<file path="src/ppsc_pkg.sv">
// Package: shared widths, sequencer states and the arctangent table for the steering block.
`default_nettype none
package ppsc_pkg;
   localparam int MulAW   = 24;   // multiplicand width
   localparam int MulBW   = 18;   // multiplier width, one bit per cycle
   localparam int MulPW   = MulAW + MulBW;
   localparam int CordW   = 58;
   localparam int ZW      = 25;
   localparam int PreviewIndex = 15;
   localparam logic [13:0] SteerMax   = 14'd5000;
   localparam logic [13:0] SteerSharp = 14'd4000;
   localparam logic [14:0] HoldLimit  = 15'd1089;
   localparam logic [14:0] HoldSpeed  = 15'd1100;
   localparam logic [15:0] SnapLow    = 16'sd50;
   localparam logic [15:0] SnapHigh   = 16'sd100;

   typedef enum logic [3:0] {
      ST_IDLE, ST_DECIDE, ST_SQX, ST_SQY, ST_LIM, ST_NUM, ST_CINIT,
      ST_CORD, ST_SSTART, ST_SCALE, ST_FIN
   } state_type;

   typedef struct packed {
      logic             start;
      logic [MulAW-1:0] a;
      logic [MulBW-1:0] b;
   } mul_req_type;

   function automatic logic [22:0] atan_step(input logic [3:0] i);
      unique case (i)
         4'd0:  atan_step = 23'd2949120;
         4'd1:  atan_step = 23'd1740967;
         4'd2:  atan_step = 23'd919879;
         4'd3:  atan_step = 23'd466945;
         4'd4:  atan_step = 23'd234379;
         4'd5:  atan_step = 23'd117304;
         4'd6:  atan_step = 23'd58666;
         4'd7:  atan_step = 23'd29335;
         4'd8:  atan_step = 23'd14668;
         4'd9:  atan_step = 23'd7334;
         4'd10: atan_step = 23'd3667;
         4'd11: atan_step = 23'd1833;
         4'd12: atan_step = 23'd917;
         4'd13: atan_step = 23'd458;
         4'd14: atan_step = 23'd229;
         default: atan_step = 23'd115;
      endcase
   endfunction
endpackage
`default_nettype wire

</file>
<file path="src/ppsc_smul.sv">
// Bit-serial shift-add multiplier, one multiplier bit per cycle.
`default_nettype none
module ppsc_smul (
   input  wire logic                       clock,
   input  wire logic                       reset,
   input  wire ppsc_pkg::mul_req_type      req,
   output logic                            done,
   output logic [ppsc_pkg::MulPW-1:0]      product
);
   import ppsc_pkg::*;

   logic [MulPW-1:0] acc_ff, acc_in, a_ff, a_in;
   logic [MulBW-1:0] b_ff, b_in;
   logic [4:0]       cnt_ff, cnt_in;
   logic             busy_ff, busy_in, done_ff, done_in;

   always_comb begin
      acc_in  = acc_ff;
      a_in    = a_ff;
      b_in    = b_ff;
      cnt_in  = cnt_ff;
      busy_in = busy_ff;
      done_in = 1'b0;
      if (req.start) begin
         acc_in  = '0;
         a_in    = {{MulBW{1'b0}}, req.a};
         b_in    = req.b;
         cnt_in  = '0;
         busy_in = 1'b1;
      end else if (busy_ff) begin
         if (b_ff[0]) acc_in = acc_ff + a_ff;
         a_in   = {a_ff[MulPW-2:0], 1'b0};
         b_in   = {1'b0, b_ff[MulBW-1:1]};
         cnt_in = cnt_ff + 5'd1;
         if (cnt_ff == 5'(MulBW - 1)) begin
            busy_in = 1'b0;
            done_in = 1'b1;
         end
      end
   end

   always_ff @(posedge clock) begin
      if (reset) begin
         busy_ff <= 1'b0;
         done_ff <= 1'b0;
         cnt_ff  <= '0;
      end else begin
         busy_ff <= busy_in;
         done_ff <= done_in;
         cnt_ff  <= cnt_in;
      end
      acc_ff <= acc_in;
      a_ff   <= a_in;
      b_ff   <= b_in;
   end

   assign done    = done_ff;
   assign product = acc_ff;
endmodule
`default_nettype wire

</file>
<file path="src/preview_point_steering_command_top.sv">
// Top level: preview-point steering command sequencer with serial multiplier and CORDIC.
//  channel | ports          | direction | handshake
//  request | req_*          | in        | req_valid / req_ready
//  result  | rsp_*          | out       | rsp_valid / rsp_ready
//  config  | csr_*          | in        | csr_we, no wait
// A driving tick runs five serial multiplies, each stepping through the 18 multiplier
// bits, and 16 CORDIC iterations; the radius clamp skips one multiply. Brake and
// straight ticks skip the multiplies and CORDIC and go from the decision state
// to the result stage; the block returns to idle once the result is registered.
// All multiplies share the single bit-serial multiplier.
// Reset loads the config registers with their defaults, clears the command state and empties the result register.
// A stalled result holds; the next item is taken while it waits.
`default_nettype none
module preview_point_steering_command_top (
   input  wire logic               clock,
   input  wire logic               reset,
   input  wire logic               req_valid,
   output logic                    req_ready,
   input  wire logic signed [15:0] req_preview_x,
   input  wire logic signed [15:0] req_preview_y,
   input  wire logic signed [15:0] req_speed_ref,
   input  wire logic [15:0]        req_collision_time,
   input  wire logic [9:0]         req_path_points,
   output logic                    rsp_valid,
   input  wire logic               rsp_ready,
   output logic signed [13:0]      rsp_steering_angle,
   output logic [14:0]             rsp_dest_speed,
   output logic [14:0]             rsp_prior_speed,
   output logic                    rsp_emergency_brake,
   input  wire logic               csr_we,
   input  wire logic [1:0]         csr_index,
   input  wire logic [15:0]        csr_wdata
);
   import ppsc_pkg::*;

   localparam logic [1:0] RegMinRadius = 2'd0;
   localparam logic [1:0] RegWheelBase = 2'd1;
   localparam logic [1:0] RegSteerRat  = 2'd2;
   localparam logic [1:0] RegMinCtime  = 2'd3;

   logic [12:0] mtr_ff;
   logic [9:0]  wb_ff;
   logic [13:0] sr_ff;
   logic [15:0] mct_ff;

   always_ff @(posedge clock) begin
      if (reset) begin
         mtr_ff <= 13'd500;
         wb_ff  <= 10'd280;
         sr_ff  <= 14'd4096;
         mct_ff <= 16'd2000;
      end else if (csr_we) begin
         unique case (csr_index)
            RegMinRadius: mtr_ff <= csr_wdata[12:0];
            RegWheelBase: wb_ff  <= csr_wdata[9:0];
            RegSteerRat:  sr_ff  <= csr_wdata[13:0];
            RegMinCtime:  mct_ff <= csr_wdata;
         endcase
      end
   end

   state_type state_ff, state_in;
   logic signed [15:0] x_ff, y_ff, vref_ff;
   logic [15:0] ct_ff;
   logic [9:0]  np_ff;
   logic [31:0] d2_ff, d2_in;
   logic [31:0] den_ff, den_in;
   logic [26:0] num_ff, num_in;
   logic signed [CordW-1:0] cx_ff, cx_in, cy_ff, cy_in;
   logic signed [ZW-1:0] z_ff, z_in;
   logic [3:0]  it_ff, it_in;
   logic        brake_ff, brake_in;
   logic [13:0] mag_ff, mag_in;
   logic [14:0] speed_ff, speed_in, prior_ff, prior_in;
   logic signed [13:0] steer_ff, steer_in;
   logic        rv_ff, rv_in;
   logic signed [13:0] ro_steer_ff, ro_steer_in;
   logic [14:0] ro_speed_ff, ro_speed_in, ro_prior_ff, ro_prior_in;
   logic        ro_brake_ff, ro_brake_in;

   mul_req_type      mreq;
   logic             mdone;
   logic [MulPW-1:0] mprod;

   ppsc_smul u_mul (.clock(clock), .reset(reset), .req(mreq), .done(mdone), .product(mprod));

   logic [16:0] ax, ay;
   logic [17:0] ay2;
   logic signed [CordW-1:0] dx, dy;
   logic [23:0] zpos;
   logic [17:0] sr10;
   logic [42:0] rnd;
   logic [14:0] snap;
   logic [14:0] held;
   logic        accept;

   always_comb begin
      ax   = x_ff[15] ? 17'(-{x_ff[15], x_ff}) : {1'b0, x_ff};
      ay   = y_ff[15] ? 17'(-{y_ff[15], y_ff}) : {1'b0, y_ff};
      ay2  = {ay, 1'b0};
      dx   = cy_ff >>> it_ff;
      dy   = cx_ff >>> it_ff;
      zpos = z_ff[ZW-1] ? 24'd0 : z_ff[23:0];
      sr10 = 18'({sr_ff, 3'b000}) + 18'({sr_ff, 1'b0});
      rnd  = {1'b0, mprod} + 43'd8388608;
      if (vref_ff < $signed(SnapLow)) snap = '0;
      else if (vref_ff <= $signed(SnapHigh)) snap = 15'd100;
      else snap = vref_ff[14:0];
      held = (speed_ff <= HoldLimit && mag_ff >= SteerSharp) ? HoldSpeed : speed_ff;
   end

   assign req_ready = (state_ff == ST_IDLE);
   assign accept    = req_valid && req_ready;

   always_comb begin
      state_in = state_ff;
      d2_in = d2_ff; den_in = den_ff; num_in = num_ff;
      cx_in = cx_ff; cy_in = cy_ff; z_in = z_ff; it_in = it_ff;
      brake_in = brake_ff; mag_in = mag_ff;
      speed_in = speed_ff; prior_in = prior_ff; steer_in = steer_ff;
      rv_in = rv_ff && !rsp_ready;
      ro_steer_in = ro_steer_ff; ro_speed_in = ro_speed_ff;
      ro_prior_in = ro_prior_ff; ro_brake_in = ro_brake_ff;
      mreq = '0;
      unique case (state_ff)
         ST_IDLE: begin
            if (accept) state_in = ST_DECIDE;
         end
         ST_DECIDE: begin
            mag_in = '0;
            if (!(ct_ff > mct_ff && np_ff > 10'(PreviewIndex))) begin
               brake_in = 1'b1;
               state_in = ST_FIN;
            end else if (y_ff == 16'sd0 || wb_ff == 10'd0) begin
               brake_in = 1'b0;
               state_in = ST_FIN;
            end else begin
               brake_in = 1'b0;
               mreq = '{start: 1'b1, a: 24'(ax), b: 18'(ax)};
               state_in = ST_SQX;
            end
         end
         ST_SQX: if (mdone) begin
            d2_in = mprod[31:0];
            mreq = '{start: 1'b1, a: 24'(ay), b: 18'(ay)};
            state_in = ST_SQY;
         end
         ST_SQY: if (mdone) begin
            d2_in = d2_ff + mprod[31:0];
            mreq = '{start: 1'b1, a: 24'(mtr_ff), b: ay2};
            state_in = ST_LIM;
         end
         ST_LIM: if (mdone) begin
            if ({{(MulPW-32){1'b0}}, d2_ff} < mprod) begin
               num_in = 27'(wb_ff);
               den_in = 32'(mtr_ff);
               state_in = ST_CINIT;
            end else begin
               mreq = '{start: 1'b1, a: 24'(wb_ff), b: ay2};
               state_in = ST_NUM;
            end
         end
         ST_NUM: if (mdone) begin
            num_in = mprod[26:0];
            den_in = d2_ff;
            state_in = ST_CINIT;
         end
         ST_CINIT: begin
            cx_in = CordW'({den_ff, 24'd0});
            cy_in = CordW'({num_ff, 24'd0});
            z_in  = '0;
            it_in = '0;
            state_in = ST_CORD;
         end
         ST_CORD: begin
            if (cy_ff >= 0) begin
               cx_in = cx_ff + dx;
               cy_in = cy_ff - dy;
               z_in  = z_ff + ZW'(atan_step(it_ff));
            end else begin
               cx_in = cx_ff - dx;
               cy_in = cy_ff + dy;
               z_in  = z_ff - ZW'(atan_step(it_ff));
            end
            it_in = it_ff + 4'd1;
            if (it_ff == 4'd15) state_in = ST_SSTART;
         end
         ST_SSTART: begin
            mreq = '{start: 1'b1, a: zpos, b: sr10};
            state_in = ST_SCALE;
         end
         ST_SCALE: if (mdone) begin
            mag_in = (rnd[42:24] > 19'(SteerMax)) ? SteerMax : rnd[37:24];
            state_in = ST_FIN;
         end
         ST_FIN: begin
            if (!rv_ff || rsp_ready) begin
               rv_in = 1'b1;
               ro_brake_in = brake_ff;
               if (brake_ff) begin
                  speed_in = '0;
                  ro_steer_in = steer_ff;
                  ro_prior_in = prior_ff;
               end else begin
                  steer_in = y_ff[15] ? 14'(-mag_ff) : mag_ff;
                  ro_steer_in = steer_in;
                  if (held != snap) prior_in = held;
                  ro_prior_in = prior_in;
                  speed_in = snap;
               end
               ro_speed_in = speed_in;
               state_in = ST_IDLE;
            end
         end
         default: state_in = ST_IDLE;
      endcase
   end

   always_ff @(posedge clock) begin
      if (reset) begin
         state_ff <= ST_IDLE;
         rv_ff    <= 1'b0;
         speed_ff <= '0;
         prior_ff <= '0;
         steer_ff <= '0;
      end else begin
         state_ff <= state_in;
         rv_ff    <= rv_in;
         speed_ff <= speed_in;
         prior_ff <= prior_in;
         steer_ff <= steer_in;
      end
      if (accept) begin
         x_ff <= req_preview_x;
         y_ff <= req_preview_y;
         vref_ff <= req_speed_ref;
         ct_ff <= req_collision_time;
         np_ff <= req_path_points;
      end
      d2_ff <= d2_in; den_ff <= den_in; num_ff <= num_in;
      cx_ff <= cx_in; cy_ff <= cy_in; z_ff <= z_in; it_ff <= it_in;
      brake_ff <= brake_in; mag_ff <= mag_in;
      ro_steer_ff <= ro_steer_in; ro_speed_ff <= ro_speed_in;
      ro_prior_ff <= ro_prior_in; ro_brake_ff <= ro_brake_in;
   end

   assign rsp_valid           = rv_ff;
   assign rsp_steering_angle  = ro_steer_ff;
   assign rsp_dest_speed      = ro_speed_ff;
   assign rsp_prior_speed     = ro_prior_ff;
   assign rsp_emergency_brake = ro_brake_ff;

   // multiplier finishes only while the sequencer waits for it
   a_mul_done: assert property (@(posedge clock) disable iff (reset)
      mdone |-> (state_ff == ST_SQX || state_ff == ST_SQY || state_ff == ST_LIM ||
                 state_ff == ST_NUM || state_ff == ST_SCALE))
      else $error("multiplier done outside a multiply state");
   a_steer_range: assert property (@(posedge clock) disable iff (reset)
      rv_ff |-> (ro_steer_ff <= 14'sd5000 && ro_steer_ff >= -14'sd5000))
      else $error("steering out of range");
   a_brake_stop: assert property (@(posedge clock) disable iff (reset)
      (rv_ff && ro_brake_ff) |-> (ro_speed_ff == 15'd0))
      else $error("brake with nonzero speed");
endmodule
`default_nettype wire

</file>
<file path="config.mk">
export PLATFORM = sky130hd
export DESIGN_NAME = preview_point_steering_command_top
export DESIGN_NICKNAME = d
export VERILOG_FILES = /design/src/ppsc_pkg.sv /design/src/ppsc_smul.sv /design/src/preview_point_steering_command_top.sv
export SDC_FILE = /design/constraint.sdc
export NUM_CORES = 2
export LEC_CHECK = 0
export BUFFER_PORTS_ARGS = -buffer_cell sky130_fd_sc_hd__buf_2
export CAP_MARGIN = 15
export CORE_MARGIN = 1.5
export CORE_UTILIZATION = 69
export DETAILED_ROUTE_END_ITERATION = 7
export PLACE_DENSITY = 0.95
export SLEW_MARGIN = 20
export SYNTH_ARGS = -nofsm -noshare
export SYNTH_HDL_FRONTEND = slang
export SYNTH_SLANG_ARGS = --single-unit
</file>
<file path="constraint.sdc">
create_clock -name clock -period 11.4 [get_ports clock]
set_input_delay 1.14 -clock clock [delete_from_list [all_inputs] [get_ports clock]]
set_output_delay 1.14 -clock clock [all_outputs]
set_load 0.02 [all_outputs]
</file>
==> flow_metrics.tcl <==
set metrics [dict create \
    setup_viol 0 \
    slew_headroom 0.162 \
    grt_antenna_before_repair 10 \
    synth-seq-cells 599 \
    crit_type "flip-flop to flip-flop" \
    netlist.area_leader.share 0.257 \
    fmax_mhz 121 \
    synthSimpleGateAreaFrac 0.170 \
    num-nets-final 5693 \
    synth_area_per_cell_um2 8.95 \
    boundaryPins 144 \
    cp-end-kind "flip-flop" \
    synth_top_family_by_area "compound AO/OA/AOI/OAI gates" \
    hp-class "flip-flop to flip-flop" \
    crit_path_top_delay_cell "edfxtp_1" \
    drt_wl_total_um 147000 \
    status "finished with violations" \
    clock_sink_count 599 \
    cts_htree_levels 3 \
    yosysMostFrequentCell "nand2_1" \
    path_cells "buf_12 -> mux4_2 -> mux2i_1 -> nand2_1 -> o2bb2ai_1 -> or4b_1 -> nor4_4 -> and2_1 -> a211oi_1 -> a31oi_1 -> a21oi_1 -> a31oi_1 -> ha_1 -> nand2_1 -> nor4_1 -> and3_1 -> a21oi_1 -> o21ai_0 -> a31oi_1 -> o21ai_0 -> a211oi_1 -> xor2_1 -> nor2_1" \
    period_share 0.727 \
    root_buffer "clkbuf_16" \
    synthMuxAreaShare 0.114 \
    fill_cells 4415 \
    dieArea_um2 70800 \
    max-cap-violations 0 \
    grt_util_all_layers 0.402 \
    drtPass1Iterations 8 \
    slew_violations 0 \
    synth_compound_area_frac 0.189 \
    portBuffers 139 \
    via_count 44300 \
    final_layout_size_suffix_gt1_frac 0.106 \
    holdBufCountCts 0 \
    fin_cells 6288 \
    ys_seq_area_frac 0.337 \
    syn_to_final_growth_pct 6.67 \
    crit_path_start_kind "flip-flop" \
    synthAdderAreaFrac 0.0790 \
    die_y_um 266 \
    cts_tree "yes" \
    layout_min_cycle_time_ns 8.29 \
    grt_overflow_total 0 \
    cp.required_ns 11.73 \
    clock_latency_ns 0.63 \
    fin_hold_ws_ns 0.461 \
    routabilityCongestion 0.973 \
    final_hold_viol_count 0 \
    die_w_um 266 \
    power_density_nw_per_um2 161 \
    violations "design-rule violations" \
    num_rows 96 \
    yosys_warnings 0 \
    netlist_area_um2 47800 \
    synthTopCellsByCount "nand2_1, nor2_1, a21oi_1, edfxtp_1, o21ai_0" \
    cts_buffer_depth 3 \
    synth_edf_count 408 \
    ys.flop_type "edfxtp_1" \
    syn_inst 5336 \
    syn_nets 5731 \
    crit_path_max_fanout 125 \
    placed_cells 6161 \
    worst_pin_slew_ns 1.25 \
    crit_arrival_ns 8.62 \
    leakage_uw 0.0197 \
    synth_area_leaders "edfxtp_1, dfxtp_1, ha_1" \
    power_uw 8190 \
    finalSetupTns_ns 0 \
    cts-buffers-inserted 66 \
    grt_max_degree 152 \
    first_global_vias 41700 \
    vias_per_cell 7.04 \
    grt_pass1_wl_um 226000 \
    crit_path_frequent_cell "a31oi_1" \
    path_clk_slew_ns 0.06 \
    synth_cell_types 104 \
    synth_area_leader_cell "edfxtp_1" \
    vdd_drop_max_v 0.000180 \
    postCtsSetupRepairBufs 0 \
    async_flop_share 0 \
    floorplan.initialDensity 0.696 \
    wire_per_inst_um 23.4 \
    synth_xor_area_frac 0.0693 \
    drt-initial-drc-count 7404 \
    rsz0062_at_grt "false" \
    ant_nets 0 \
    core-area_um2 68600 \
    post_cts_resized 0 \
    drc 41 \
    max_stage_delay_ns 1.12 \
    dp_hpwl_um 102000 \
    skew_ns 0.0283 \
]
state kept, by name, summed over array words and instances (netlist names), 15 cells and up, named ones only:
| signal | count |
|---|---|
| y_ff | 16 |
| z_ff | 25 |
| num_ff | 27 |
| cx_ff | 58 |
| vref_ff | 16 |
| d2_ff | 32 |
| prior_ff | 15 |
| u_mul.b_ff | 18 |
| cy_ff | 58 |
| u_mul.a_ff | 42 |
| ct_ff | 16 |
| den_ff | 32 |
| rsp_dest_speed | 15 |
| speed_ff | 15 |
| u_mul.product | 42 |
| x_ff | 16 |
| rsp_prior_speed | 15 |
| mct_ff | 16 |
final timing paths:
| path | endpoint | depth (start not counted) | slack (ns) | startpoint |
|---|---|---|---|---|
| min reg2reg | steer_ff[10] | 2 | 0.46 | steer_ff[10] |
| min | steer_ff[10] | 2 | 0.46 | steer_ff[10] |
| max reg2reg | cx_ff[56] | 23 | 3.11 | it_ff[3] |
| max | cx_ff[56] | 23 | 3.11 | it_ff[3] |
placed cells by master, fill, tap and decap left out, types with 52 or more instances in the layout:
cell type,netlist,routed
edfxtp_1,408,408
mux2i_1,158,158
mux2_2,99,99
a21o_1,133,133
nor2_1,455,452
xnor2_1,237,237
dfxtp_1,191,191
o21ai_0,378,377
inv_1,168,165
buf_2,33,138
and2_1,64,64
a31oi_1,53,53
nand3_1,76,75
a21oi_1,436,435
nand2_1,698,697
clkbuf_16,0,70
mux4_2,118,118
nor3_1,104,103
nand4_1,55,55
ha_1,292,292
nand2b_1,64,64
o21bai_1,52,52
xor2_1,141,141
metrics by stage:
step | cell area, um2 | utilization | setup slack [ns]
floorplan | 47800 | - | 3.75
global placement | 48700 | 0.710 | 3.44
detailed placement | 48700 | 0.710 | 3.36
CTS | 50900 | 0.742 | 3.32
global route | 50900 | 0.743 | 2.50
finish | 50900 | 0.743 | 3.11
report_power, final:
part | total [uW] | switching [uW] | internal [uW]
Sequential | 2990 | 289 | 2700
Combinational | 2980 | 1880 | 1100
Clock | 2220 | 971 | 1250
Total | 8190 | 3140 | 5050
per-layer routing:
layer  wire (um)  up-vias  share of wire  track usage
li1            -    19500              -            -
met2       63900     3468           0.44        0.610
met4       12200       12          0.083        0.275
met3       18100      846           0.12       0.0920
met1       52500    20400           0.36        0.511
met5          78        -        0.00053            0
cell families (layout without fill, tap and decap cells):
| family | count (synthesis) | count (layout) |
|---|---|---|
| and+or+nand+nor | 1765 | 1765 |
| AOI/OAI and AO/OA | 1456 | 1456 |
| DFF | 599 | 599 |
| buffers and inverters | 458 | 474 |
| muxes | 381 | 381 |
| xor gates and xnor gates | 378 | 378 |
| adders and majority gates | 298 | 298 |
| other | 1 | 6 |
cell type report:
cell class / count / area [um2] / share of cell area
Timing Repair Buffer: 179 / 1040 / 0.0204
Multi-Input combinational cell: 4279 / 29800 / 0.584
Antenna cell: 5 / 12.5 / 0.000246
Inverter: 173 / 657 / 0.0129
Tap cell: 931 / 1160 / 0.0229
Clock buffer: 94 / 1890 / 0.0371
Sequential cell: 599 / 16100 / 0.316
Clock inverter: 28 / 328 / 0.00644
worst max-delay path, delay by kind of cell (launching register included):
kind	cells	cell delay, ns
mux	2	0.78
compound gates	10	2.50
buf+inv	1	0.55
simple gates	8	2.57
fa+ha+maj	1	0.24
xor+xnor	1	0.16
flops	1	1.12
Note: power is estimated with default switching activity, not from simulation.
